--- src/rtl/pcpt_pkg.sv ---
// Package for the perceptron training step core.
// Holds widths, reset constants, the control state type and the lane update struct.
// Used by pcpt_lane, pcpt_merge and perceptron_training_step_core.
package pcpt_pkg;

    localparam int MAX_FEATURES = 8;
    localparam int FEATURES_DEF = 8;
    localparam int FEAT_W       = 16;
    localparam int WEIGHT_W     = 32;
    localparam int RATE_W       = 16;
    localparam int PROD_W       = WEIGHT_W + FEAT_W;
    localparam int XR_W         = FEAT_W + RATE_W + 1;
    localparam int DIFF_W       = 3;
    localparam int TERM_W       = XR_W + DIFF_W - 1;
    localparam int FRAC_DROP    = 12;
    localparam int STEP_W       = TERM_W - FRAC_DROP;
    localparam int TGT_W        = 2;
    localparam int S_TDATA_W    = 136;
    localparam int M_TDATA_W    = 8;

    localparam logic signed [FEAT_W-1:0] BIAS_INPUT = 16'sd4096;
    localparam logic [RATE_W-1:0]        RATE_RESET = 16'd6554;

    typedef logic signed [PROD_W-1:0] prod_t;

    typedef struct packed {
        logic                     en;
        logic signed [DIFF_W-1:0] diff;
    } upd_t;

    typedef enum logic [1:0] {
        S_IDLE,
        S_SUM,
        S_UPD,
        S_HOLD
    } state_t;

endpackage

--- src/rtl/pcpt_lane.sv ---
// One weight lane of the perceptron core: weight register, product and update term.
// Depends on pcpt_pkg.
module pcpt_lane
    import pcpt_pkg::*;
(
    input  logic                     clk,
    input  logic                     rst_n,
    input  logic                     load,
    input  logic signed [FEAT_W-1:0] x_in,
    input  logic [RATE_W-1:0]        rate,
    input  upd_t                     upd,
    output prod_t                    prod
);

    logic signed [WEIGHT_W-1:0] weight_reg;
    logic signed [WEIGHT_W-1:0] weight_next;
    prod_t                      prod_reg;
    logic signed [XR_W-1:0]     xr_reg;
    logic signed [TERM_W-1:0]   term;
    logic signed [STEP_W-1:0]   step;
    logic signed [WEIGHT_W:0]   wsum;

    always_ff @(posedge clk)
    begin
        if (load)
        begin
            prod_reg <= PROD_W'(weight_reg) * PROD_W'(x_in);
            xr_reg   <= XR_W'(x_in) * $signed(XR_W'({1'b0, rate}));
        end
    end

    // The update term is floored to Q.16 by dropping the low fraction bits.
    always_comb
    begin
        term = TERM_W'(upd.diff) * TERM_W'(xr_reg);
        step = term[TERM_W-1:FRAC_DROP];
        wsum = (WEIGHT_W + 1)'(weight_reg) + (WEIGHT_W + 1)'(step);
        if (wsum[WEIGHT_W] != wsum[WEIGHT_W-1])
        begin
            weight_next = wsum[WEIGHT_W] ? {1'b1, {(WEIGHT_W-1){1'b0}}}
                                         : {1'b0, {(WEIGHT_W-1){1'b1}}};
        end
        else
        begin
            weight_next = wsum[WEIGHT_W-1:0];
        end
    end

    always_ff @(posedge clk or negedge rst_n)
    begin
        if (!rst_n)
        begin
            weight_reg <= '0;
        end
        else if (upd.en)
        begin
            weight_reg <= weight_next;
        end
    end

    assign prod = prod_reg;

endmodule

--- config.mk ---
export PLATFORM = sky130hd
export DESIGN_NAME = pcpt_lane
export DESIGN_NICKNAME = d
export VERILOG_FILES = /design/src/rtl/pcpt_pkg.sv /design/src/rtl/pcpt_lane.sv
export SDC_FILE = /design/constraint.sdc
export NUM_CORES = 2
export LEC_CHECK = 0
export ABC_CLOCK_PERIOD_IN_PS = 14780
export BUFFER_PORTS_ARGS = -buffer_cell sky130_fd_sc_hd__buf_2
export CAP_MARGIN = 10
export CORE_MARGIN = 3
export CORE_UTILIZATION = 25
export DETAILED_ROUTE_END_ITERATION = 16
export PLACE_DENSITY_LB_ADDON = 0.12
export SLEW_MARGIN = 40
export SYNTH_ARGS = -nofsm -noshare
export SYNTH_HDL_FRONTEND = slang
export SYNTH_SLANG_ARGS = --single-unit
--- constraint.sdc ---
create_clock -name clk -period 14.78 [get_ports clk]
set_clock_uncertainty 0.05 [all_clocks]
set_input_delay 0.739 -clock clk [delete_from_list [all_inputs] [get_ports clk]]
set_output_delay 0.739 -clock clk [all_outputs]
set_load 0.02 [all_outputs]
======== After elaboration in Yosys (flattened, before gate mapping) ========
Cells that the tools add are included.
cells by class
  $mul .................................... 3
  equality and inequality tests ........... 1
  add/sub/neg operators ................... 1
  mux-type cells .......................... 2
operators with widths
  kind                                            number
  32-bit two-way mux                              2
  32-bit by 16-bit multiplier with 48-bit output  1
  3-bit by 33-bit multiplier with 35-bit output   1
  32-bit by 23-bit adder with 33-bit output       1
  16-bit by 17-bit multiplier with 33-bit output  1
  1-bit != test                                   1
storage, ports and cells
  register bits ........................... 113
  input port bits ......................... 39

======== Logic depth before layout (Yosys ltp) ========
  depth after elaboration ................. 4
  mapped depth ............................ 28

======== Worst setup path before layout ========
Ideal clock, no wire load.
  kind .................................... input to register
  start point ............................. input x_in[1]
  end point ............................... register xr_reg[32] (data pin)
  stages .................................. 23
  data arrival time ....................... 6.626 ns
  slack ................................... 7.844 ns
  path through ............................ clkbuf_1 clkbuf_1 nand2_1 fa_1 inv_1 fa_1 inv_1 fa_1 fa_1 fa_1 fa_1 inv_1 ha_1 and4_1 a211oi_1 o211a_1 o21ai_0 a221oi_1 o21ai_0 o41ai_1 o21bai_1 a21oi_1 xnor2_1
on the way
  word-level cells in the longest chain between the ends .. 1
ends and longest elaborated chain
  what                                            RTL line         text
  from (decl)                                     pcpt_lane.sv:9   input logic signed [FEAT_W-1:0] x_in,
  16-bit by 17-bit multiplier with 33-bit output  pcpt_lane.sv:28  xr_reg <= XR_W'(x_in) * $signed(XR_W'({1'b0, rate}));
  to (signal assigned)                            pcpt_lane.sv:28
  to (decl)                                       pcpt_lane.sv:18  logic signed [XR_W-1:0] xr_reg;
Every way passes these cells.
A chain may end at the register's enable or synchronous reset.

======== Worst setup path in the final report ========
  start point ............................. input x_in[1]
  end point ............................... register prod_reg[44] (netlist: prod[44]) (data pin)
on the way
  word-level cells in the longest chain between the ends .. 1
ends and longest elaborated chain
  what                                            RTL line         text
  32-bit by 16-bit multiplier with 48-bit output  pcpt_lane.sv:27  prod_reg <= PROD_W'(weight_reg) * PROD_W'(x_in);
  to (signal assigned)                            pcpt_lane.sv:27
  to (decl)                                       pcpt_lane.sv:17  prod_t prod_reg;
Every way passes these cells.

==> results by group <==
CTS
  – Root Driver: clkbuf_16
  – CTS clock-pin slew for the worst setup and hold paths: roughly 0.07 ns
  – Hold buffers post-CTS: 0
  – Setup bufs post-CTS: 0
  – TritonCTS clock tree: done
  – Clock Path Buffers: 2
  – CTS-repair resized insts: 0
  – Num CTS Buffers: 17
  – Htree depth: 4
  – Clock Latency Late Sink: slightly above 0.5 ns
  – Total number of clock tree sinks: approximately 110

Worst setup path
  – Startpoint Class: input pin
  – Top cell by count, worst path: fa_1
  – Crit path arrival time: between 8 and 9 ns
  – WS Path Type: input pin to flip-flop
  – Crit path from: x_in[1]
  – Crit Path Max Fanout: 48
  – Cell Chain, Critical Path: buf_2, buf_4, nand2_1, fa_1, fa_1, fa_1, fa_1, inv_1, fa_1, fa_1, ha_1, a21o_1, a21o_1, a21oi_1, o211ai_1, a41oi_1, buf_4, o21ai_1, a21oi_1, a31oi_1, a311oi_1, xnor2_1
  – Worst Setup End Kind: flip-flop
  – Worst r2r src: weight_reg[6]
  – Slowest stage delay, CP: slightly below 0.7 ns
  – Required time of the critical path: ~15 ns
  – Highest-delay cell along the critical path: a21oi_1

Synth
  – Compound-gate portion of the synthesized area: approximately 7.8%
  – Post-Syn Nets: between 4000 and 5000
  – Netlist Area Pre-Place: between 0.03 and 0.04 mm²
  – Flops & latches, synth: around 110
  – Multiplexer share of the synthesized area: less than 1%
  – Sequential area share after synthesis: between 9 and 10%
  – Count leader, synth: inv_1
  – Simple-gate share of the synthesized area: between 10% and 20%
  – Commonest cells in the netlist: inv_1, fa_1, nand2_1, and2_1, ha_1
  – Synthesis Warnings: 0
  – Post-Syn Instances: approximately 3900
  – Mean Syn Cell Area: slightly above 9 µm²
  – Number of distinct library cells after synthesis: between 60 and 70
  – Adder-Cell Fraction of Synth Area: 52.8%
  – Cell taking the most area after synthesis: fa_1
  – Top post-synthesis cells by area: fa_1, ha_1, inv_1, edfxtp_1, and2_1
  – Post-synth ARST share: 28.3%
  – Share of the synthesized area in the top cell type: between 40% and 50%
  – Combinational family with the most area after synthesis: adder cells
  – Top FF cell, synth: edfxtp_1
  – Post-Synth XOR/XNOR Area: under 10%
  – Number of flops mapped to enable cells by yosys: a little over 80

Run
  – Max-Cap Viols: 0

Cells and area
  – Final core occ: between 20% and 30%
  – Share of layout cells above drive strength 1: 4.69%
  – Area Growth Syn to Fin: 8.56%
  – Final instance area: roughly 0.038 mm²
  – Max reg flops: 48
  – Nets: 4910

GRT
  – Initial antenna violation count: 4
  – Global Route Usage Sum: 14.6%
  – First-pass GRT wire length: about 160000 µm
  – Grt ovf: 0
  – Vias in the first global route: 28200
  – Largest net degree at the start of global routing: between 40 and 50

Die
  – Die area: 0.144 mm²
  – Starting Density: about a quarter
  – I/O pins: a little under 90
  – Die Height: about 380 µm
  – Core Area: around 0.14 mm²
  – FP Rows: between 100 and 150
  – Die X: around 380 µm

Detailed routing
  – Routed Antenna Nets: 0
  – DRC Markers: 0
  – WL per Instance: 17.3 µm
  – 1st-iter DRT viols: between 900 and 1000
  – Drt via density: around 4.3
  – Initial DRT Pass Iterations: 6
  – DR vias: roughly 25000
  – DRT Wirelength: 98700 µm

Timing
  – Slew at the pin closest to its max-slew limit: 0.839 ns
  – Setup_tns: 0 ns
  – Fmax: between 100 and 150 MHz
  – Final setup viols: 0
  – Count of pins over their slew limit: 0
  – Final period util: between 50% and 60%
  – Worst Slack Setup Final: between 6 and 7 ns
  – RSZ-0062 raised after global routing: no
  – Slew HR: between 40% and 50%
  – Final Hold Viols: 0
  – Final min period: slightly below 8 ns

Placed design
  – I/O Buffers: 86
  – Placement Cell Area: 0.0373 mm²
  – DP HPWL: 78400 µm
  – GP Congestion: about 0.76
  – DP Worst Slack: 6.36 ns

Hold path
  – Hold crit path type: input pin to asynchronous set/reset pin

Status
  – Status: finished, final reports clean
[layout by cell type, fill, tap and decap left out, types with 4 or more instances in the layout]
cell	instances
or3_1	7
nor2b_1	38
and2_1	352
clkinv_4	5
and4_1	5
dfrtp_2	17
xnor2_1	76
o2bb2ai_1	26
o21ai_0	71
nand4_1	19
o21ai_1	5
o21a_1	17
a311oi_1	5
a21boi_0	5
a21oi_1	116
nand2b_1	36
edfxtp_1	81
nor4_1	4
buf_4	35
inv_1	856
and3_1	12
o21bai_1	12
clkbuf_16	17
ha_1	330
o311ai_0	4
buf_2	83
nand3_1	33
nor3_1	24
a21o_1	77
dfrtp_1	15
fa_1	713
o211ai_1	7
a211oi_1	17
nand2_1	502
xor2_1	41
nor2_1	104
o31ai_1	5
a31oi_1	11
[layout make-up]
type	instances	area, µm²
clock inverter	14	156
timing repair buffer	118	678
sequential	113	3250
tap	1863	2330
multi-input combinational	2722	27800
antenna	3	7.51
fill	14900	100000
inverter	856	3210
clock buffer	18	429
[critical path: cells and delay by family]
family	cells	cell delay, ns
AOI/OAI and AO/OA	9	2.83
and+or+nand+nor	1	0.17
buffers and inverters	4	0.83
xor gates and xnor gates	1	0.10
adders and majority gates	7	3.35
[layer usage]
layer / vias to the layer above / track usage, % / wire, µm
met2: 251 / 25.7 / 49500
met4: 2 / 2.49 / 1140
met5: - / 0 / 13
li1: 11700 / - / -
met3: 52 / 1.75 / 2250
met1: 12800 / 19.4 / 45800
[cell families after synthesis]
kind of cell             after synthesis
AO/OA/AOI/OAI                        411
flip-flops                           113
adder cells (fa/ha/maj)             1045
multiplexers                           3
AND/OR/NAND/NOR                     1146
buffers and inverters               1018
XOR/XNOR                             117
[per-stage QoR]
| stage | hold slack, ns | instances |
|---|---|---|
| floorplan | 0.393 | 3853 |
| global placement | 0.719 | 5672 |
| detailed placement | 0.690 | 5672 |
| CTS | 0.104 | 5704 |
| global route | 0.144 | 5704 |
| finish | 0.126 | 5707 |
[path summary, 6_finish.rpt]
| kind | end | slack, ns | cells past startpoint |
|---|---|---|---|
| max in group asynchronous | weight_reg[26] | 14.15 | 1 |
| min reg2reg | weight_reg[21] | 0.72 | 2 |
| min in group clk | prod[31] | 0.70 | 1 |
| max reg2reg | prod[44] | 7.02 | 21 |
| min | weight_reg[2] | 0.13 | 1 |
| max | prod[44] | 6.94 | 22 |
Power is not shown: default switching activity piles up to over one toggle a cycle in this logic, so the estimate is an artifact.
