## src/rtl/pcpt_pkg.sv

```systemverilog
// Package for the perceptron training step core.
// Holds widths, reset constants, the control state type and the lane update struct.
// Used by pcpt_lane, pcpt_merge and perceptron_training_step_core.
package pcpt_pkg;

    localparam int MAX_FEATURES = 8;
    localparam int FEATURES_DEF = 8;
    localparam int FEAT_W       = 16;
    localparam int WEIGHT_W     = 32;
    localparam int RATE_W       = 16;
    localparam int PROD_W       = WEIGHT_W + FEAT_W;
    localparam int XR_W         = FEAT_W + RATE_W + 1;
    localparam int DIFF_W       = 3;
    localparam int TERM_W       = XR_W + DIFF_W - 1;
    localparam int FRAC_DROP    = 12;
    localparam int STEP_W       = TERM_W - FRAC_DROP;
    localparam int TGT_W        = 2;
    localparam int S_TDATA_W    = 136;
    localparam int M_TDATA_W    = 8;

    localparam logic signed [FEAT_W-1:0] BIAS_INPUT = 16'sd4096;
    localparam logic [RATE_W-1:0]        RATE_RESET = 16'd6554;

    typedef logic signed [PROD_W-1:0] prod_t;

    typedef struct packed {
        logic                     en;
        logic signed [DIFF_W-1:0] diff;
    } upd_t;

    typedef enum logic [1:0] {
        S_IDLE,
        S_SUM,
        S_UPD,
        S_HOLD
    } state_t;

endpackage

```

## src/rtl/pcpt_merge.sv

```systemverilog
// Merging stage of the perceptron core: sums the lane products and gives the sign.
// Depends on pcpt_pkg.
module pcpt_merge
    import pcpt_pkg::*;
#(
    parameter int NW = FEATURES_DEF + 1
)
(
    input  prod_t                   prod [NW],
    output logic signed [TGT_W-1:0] sign
);

    localparam int SUM_W = PROD_W + $clog2(NW) + 1;

    logic signed [SUM_W-1:0] acc;

    always_comb
    begin
        acc = '0;
        for (int k = 0; k < NW; k++)
        begin
            acc = acc + SUM_W'(prod[k]);
        end
        if (acc == '0)
        begin
            sign = 2'sd0;
        end
        else if (acc[SUM_W-1])
        begin
            sign = -2'sd1;
        end
        else
        begin
            sign = 2'sd1;
        end
    end

endmodule

```

## config.mk

```make
export PLATFORM = sky130hd
export DESIGN_NAME = pcpt_merge
export DESIGN_NICKNAME = d
export VERILOG_FILES = /design/src/rtl/pcpt_pkg.sv /design/src/rtl/pcpt_merge.sv
export SDC_FILE = /design/constraint.sdc
export NUM_CORES = 1
export LEC_CHECK = 0
export ABC_CLOCK_PERIOD_IN_PS = 11800
export BUFFER_PORTS_ARGS = -buffer_cell sky130_fd_sc_hd__buf_2
export CORE_AREA = 5 5 168 170
export DETAILED_ROUTE_END_ITERATION = 8
export DIE_AREA = 0 0 173 175
export PLACE_DENSITY = 0.71
export SLEW_MARGIN = 20
export SYNTH_ARGS = -nofsm -noshare
export SYNTH_HDL_FRONTEND = slang
export SYNTH_SLANG_ARGS = --single-unit
```

## constraint.sdc

```tcl
create_clock -name vclk -period 11.8
set_clock_uncertainty 0.15 [all_clocks]
set_input_delay 1.18 -clock vclk [all_inputs]
set_output_delay 1.18 -clock vclk [all_outputs]
set_load 0.02 [all_outputs]
```

* Word level (Yosys, flattened, before mapping)
Index checks and enable logic that the tools add are counted.
Word-level totals: bits of input ports 432, logic and storage cells 11, flip-flop bits (word level) 0
Operators by class: reduce and logical (&&, ||, !) cells 1, mux-type cells 2, $add $sub $neg 8
Operators with widths (number):
- 53-bit by 48-bit adder with 53-bit output | 3
- 52-bit by 48-bit adder with 53-bit output | 1
- 53-bit logical NOT | 1
- 51-bit by 48-bit adder with 52-bit output | 1
- 50-bit by 48-bit adder with 51-bit output | 1
- 49-bit by 48-bit adder with 50-bit output | 1
- 48-bit by 48-bit adder with 49-bit output | 1
- 2-bit 2-to-1 mux | 2

* Longest topological paths before layout
Gate-level depths: netlist of run 1.
depth in word-level cells 10, depth in mapped cells 22, gate-level depth less buffers 22

* Worst setup path before layout of run 1
OpenSTA, ideal clock, no wires.
path kind input to output, start input port prod[290] in the netlist's numbering, end output port sign[0], arrival 6535 ps, stages on the path 20, path buffers 0, slack 3935 ps, data required time 10470 ps, cell sequence fa_1 -> inv_1 -> fa_1 -> fa_1 -> fa_1 -> inv_1 -> ha_1 -> inv_1 -> fa_1 -> nand2b_1 -> a211oi_2 -> o211ai_1 -> a21o_1 -> o21ai_2 -> a21boi_0 -> nor2_1 -> or4b_1 -> or4_1 -> nor4_2 -> nand4_1
On the way: word-level cells in the longest chain between the ends 9
Ends and longest elaborated chain:
- start: declaration | line pcpt_merge.sv:9 | input prod_t prod [NW],
- 49-bit by 48-bit adder with 50-bit output | line pcpt_merge.sv:22 | acc = acc + SUM_W'(prod[k]);
- 50-bit by 48-bit adder with 51-bit output | line pcpt_merge.sv:22
- 51-bit by 48-bit adder with 52-bit output | line pcpt_merge.sv:22
- 52-bit by 48-bit adder with 53-bit output | line pcpt_merge.sv:22
- 53-bit by 48-bit adder with 53-bit output (3 in series) | line pcpt_merge.sv:22
- 53-bit logical NOT | line pcpt_merge.sv:24 | if (acc == '0)
- 2-bit 2-to-1 mux | line pcpt_merge.sv:24
- end: declaration | line pcpt_merge.sv:10 | output logic signed [TGT_W-1:0] sign
No other way between the ends.

* Worst setup path in the final report of run 1
Same ends and word-level chain as after synthesis.

==> impl_metrics.yaml, run 1 <==
finish:
  multi_input_area_um2: 10200
  n_fill_cell: 2539
  drive_gt1_share_pct: 27.2
  clkbuf_count: 0
  nFlopsAndLatches: 0
  nets: 2518
  fin_util_pct: 54.1
  n_antenna_cell: 0
  regArea_um2: 0
  syn_to_final_growth_pct: 19.9
clock_network:
  cts_resized: 0
  hold_buffers: 0
  cts_setup_buffers: 0
grt:
  grt_first_pass_wirelength_mm: 55.0
  grtUsageTotal_pct: 21.8
  met1_usage_pct: 27.6
  antenna_found_initial: 1
  grt_max_degree: 13
  busiest_layer: "met2"
  globalRouteMet2Util_pct: 40.2
  grt_pass1_vias: 11700
  grt-ovfl-total: 0
  use_met3_pct: 3.07
die:
  die_y_um: 175
  io_pins: 434
  die_x_um: 173
  row_count: 60
  dieArea_um2: 30300
  initial_core_util_pct: 45.1
  core_um2: 26600
setup_path:
  crit_fanout: 6
  cp.required_ns: 10.47
  critPathKind: "input port to output port"
  cp-end-kind: "output port"
  worstPathArrival_ns: 7.20
  startpoint_type: "input port"
synth:
  synthDistinctLibCells: 76
  synth_top_area_share_pct: 56.6
  syn_inst: 1288
  synth_most_common_cell: "inv_1"
  synth_nets: 2112
  synthTopCellsByCount: "412 x inv_1, 339 x fa_1, 65 x a21oi_1"
  ys_seq_area_share_pct: 0
  yosys.area.top_type: "fa_1"
  yosys_warnings: 0
  avgSynthCellArea_um2: 9.30
  synth_area_um2: 12000
  netlist_top_cells_area: "fa_1 57%, inv_1 13%, ha_1 5.5%"
status:
  status: "finished clean"
drt:
  num_vias: 10200
  drt-initial-drc-count: 426
  route.detailed.drc: 0
  post_drt_wl_per_cell_um: 16.1
  viasPerCell: 5.04
  firstDrtPassIters: 5
  postRouteAntennaNets: 0
  routed_wirelength_mm: 32.8
sta:
  period_minus_slack_ns: 8.53
  final_hold_viol_count: 0
  setup_viol: 0
  worst_pin_slew_ns: 0.808
  tns_ns: 0
  slew_violations: 0
  post-route-period-util_pct: 72.3
  max_freq_mhz: 117
  slew-limit-headroom_pct: 44.7
  rsz0062_at_grt: "false"
placement:
  post-dp-hpwl_mm: 31.3
  io_buffers: 434
  routabilityCongestion: 0.974
job:
  cap_violations: 0
worst_hold_path:
  hold_path.class: "input port to output port"
==> final timing paths <==
| kind | startpoint | endpoint | slack, ns | depth (start not counted) |
|---|---|---|---|---|
| worst min-delay path | prod[384] | sign[0] | 3.64 | 15 |
| worst max-delay path | prod[290] | sign[0] | 3.27 | 22 |
==> logic make-up after synthesis <==
kind of cell / share of synthesized area [%]
multiplexers: 0.522
AND/OR/NAND/NOR: 8.34
AO/OA/AOI/OAI: 13.4
XOR/XNOR: 0.877
adder cells (fa/ha/maj): 62.2
buffers and inverters: 14.7
==> cell usage in the layout, fill, tap and decap left out, drive strengths merged, types with 4 or more instances in the layout <==
cell type,count
ha,53
a21oi,68
nand3,18
o21a,15
nor2,42
nor4,4
a2111oi,6
a31oi,12
a211o,5
nor2b,5
buf,435
fa,339
a211oi,8
or3,8
nand4,22
o21ai,51
nand2,60
nor3,14
inv,412
mux2i,4
o211ai,10
xor2,6
a21o,13
o221ai,4
o2111ai,4
nand2b,4
o31ai,5
o21ba,5
xnor2,6
o21bai,4
==> final cells by class <==
type                            count  share of cell area (%)
Tap cell                          341                    2.97
Timing Repair Buffer              435                    15.2
Inverter                          412                    10.8
Multi-Input combinational cell    845                    71.1
==> worst max-delay path, stage by stage <==
cell and delay (ns):
buf_2 0.11, fa_1 0.55, inv_1 0.06, fa_1 0.49
fa_1 0.57, fa_1 0.41, inv_1 0.07, ha_1 0.19
inv_1 0.07, fa_1 0.44, nand2b_1 0.19, a211oi_2 0.39
o211ai_1 0.19, a21o_1 0.25, o21ai_2 0.18, a21boi_0 0.23
nor2_1 0.07, or4b_1 0.51, or4_1 0.53, nor4_2 0.22
nand4_1 0.12, buf_2 0.18
==> metal layers <==
metal / part of all wire, % / vias to the layer above
li1: - / 4773
met1: 39 / 4994
met2: 52 / 423
met3: 6.9 / 49
met4: 2.2 / 2
met5: 0.037 / -
==> metrics by stage <==
step	cell area [µm²]	setup WS (ns)	std cells	hold slack [ns]
final	14400	3.27	2033	3.64
after global routing	14400	2.86	2033	3.82
after CTS	14400	3.19	2033	3.68
after detailed placement	14400	3.19	2033	3.67
after global placement	14400	3.33	2033	3.64
after floorplan	12000	3.93	1288	3.25
Power of run 1 is left out: the tool's default activity adds up to more than one toggle a clock period on the data nets, which glitch-free logic cannot reach.
==> inputs of run 2 (changes only) <==
ABC_CLOCK_PERIOD_IN_PS = 7700   (was 11800)
CORE_AREA = not set   (was 5 5 168 170)
CORE_MARGIN = 5   (was not set)
CORE_UTILIZATION = 48   (was not set)
DIE_AREA = not set   (was 0 0 173 175)
PLACE_DENSITY = 0.78   (was 0.71)
clock period = 7.7 ns   (was 11.8 ns; I/O delays follow)
==> impl_metrics.yaml, run 2 (synthesis results as in run 1) <==
status:
  status: "finished clean"
drt:
  routed-wl-met2_mm: 17.8
  post_drt_wl_per_cell_um: 16.5
  m1WireLength_mm: 12.8
  route.detailed.drc: 0
  routed_wirelength_mm: 33.7
  postRouteAntennaNets: 0
  firstDrtPassIters: 5
  viasPerCell: 5.05
  wl_met3_mm: 2.38
  top_layer_used: "met4"
  drt-initial-drc-count: 454
  num_vias: 10300
sta:
  setup_viol: 0
  tns_ns: 0
  worst_pin_slew_ns: 0.877
  rsz0062_at_grt: "true"
  period_minus_slack_ns: 7.54
  slew-limit-headroom_pct: 40.0
  slew_violations: 0
  post-route-period-util_pct: 97.9
  final_hold_viol_count: 0
  timing.hold.ws_ns: 2.78
  max_freq_mhz: 133
grt:
  grt_max_degree: 12
  grtUsageTotal_pct: 23.7
  grt_pass1_vias: 11700
  antenna_found_initial: 0
  grt-ovfl-total: 0
  grt_first_pass_wirelength_mm: 55.4
finish:
  fin_util_pct: 59.8
  clkbuf_count: 0
  n_antenna_cell: 0
  regArea_um2: 0
  syn_to_final_growth_pct: 22.1
  final_cell_mix: "433 x buf_2, 412 x inv_1, 338 x fa_1"
  drive_gt1_share_pct: 29.3
  nets: 2538
  fin_area_um2: 14600
  nFlopsAndLatches: 0
  final_common_cell: "buf_2"
die:
  dieArea_um2: 28200
  initial_core_util_pct: 49.0
  die_x_um: 168
  die_y_um: 168
  io_pins: 434
  row_count: 57
  core_um2: 24500
setup_path:
  worstPathArrival_ns: 6.62
  crit_fanout: 9
  startpoint_type: "input port"
  cp.required_ns: 6.78
  crit_top_cell: "fa_1"
  critPathKind: "input port to output port"
  crit_slowest_cell: "or4_4"
  critical_path.max_stage_delay_ns: 0.54
  cp-end-kind: "output port"
  path_cells: "buf_2 > fa_1 > inv_1 > fa_1 > fa_1 > fa_1 > inv_1 > ha_1 > nand2_1 > o21ai_0 > a32oi_2 > a31oi_2 > o211a_1 > o221ai_1 > or4b_1 > or4_4 > nor4_4 > nand4_1 > buf_4"
placement:
  post-dp-hpwl_mm: 32.0
  io_buffers: 434
  routabilityCongestion: 1.01
  placedInstanceArea_um2: 14500
worst_hold_path:
  hold_path.class: "input port to output port"
job:
  cap_violations: 0
clock_network:
  cts_setup_buffers: 0
run 2: path summary, 6_finish.rpt:
kind,cells past startpoint,start,endpoint,slack [ns]
worst min-delay path,15,prod[384],sign[0],2.78
worst max-delay path,19,prod[306],sign[0],0.16
run 2: cell type report:
cell class / instances / area (µm²)
Inverter: 412 / 1550
Multi-Input combinational cell: 845 / 10300
Tap cell: 324 / 405
Fill cell: 2149 / 9840
Timing Repair Buffer: 455 / 2330
run 2: critical path: cells and delay by family:
family                   cells  cell delay (ns)
adder cells (fa/ha/maj)      5             2.50
AND/OR/NAND/NOR              5             1.59
AO/OA/AOI/OAI                5             1.35
buffers and inverters        4             0.39
run 2: routing by layer:
layer | GRT usage (%) | vias to the layer above
met5 | 0 | -
met4 | 3.35 | 0
met3 | 2.88 | 45
met2 | 44.1 | 418
met1 | 30.4 | 5003
li1 | - | 4817
run 2: what timing repair did:
action | in CTS | in global routing
endpoints found under the hold margin | 0 | 0
pin swaps | 0 | 9
hold buffers | 0 | 0
endpoints found under the setup margin | 1 | 1
gates resized for setup | 2 | 28
run 2: metrics by stage:
step,setup slack [ns],cells
2_1_floorplan,0.655,1288
6_report,0.164,2036
3_5_place_dp,-0.0676,2036
5_1_grt,-0.0207,2036
3_3_place_gp,0.0759,2036
4_1_cts,0.0303,2036
Power of run 2 is left out for the same reason.
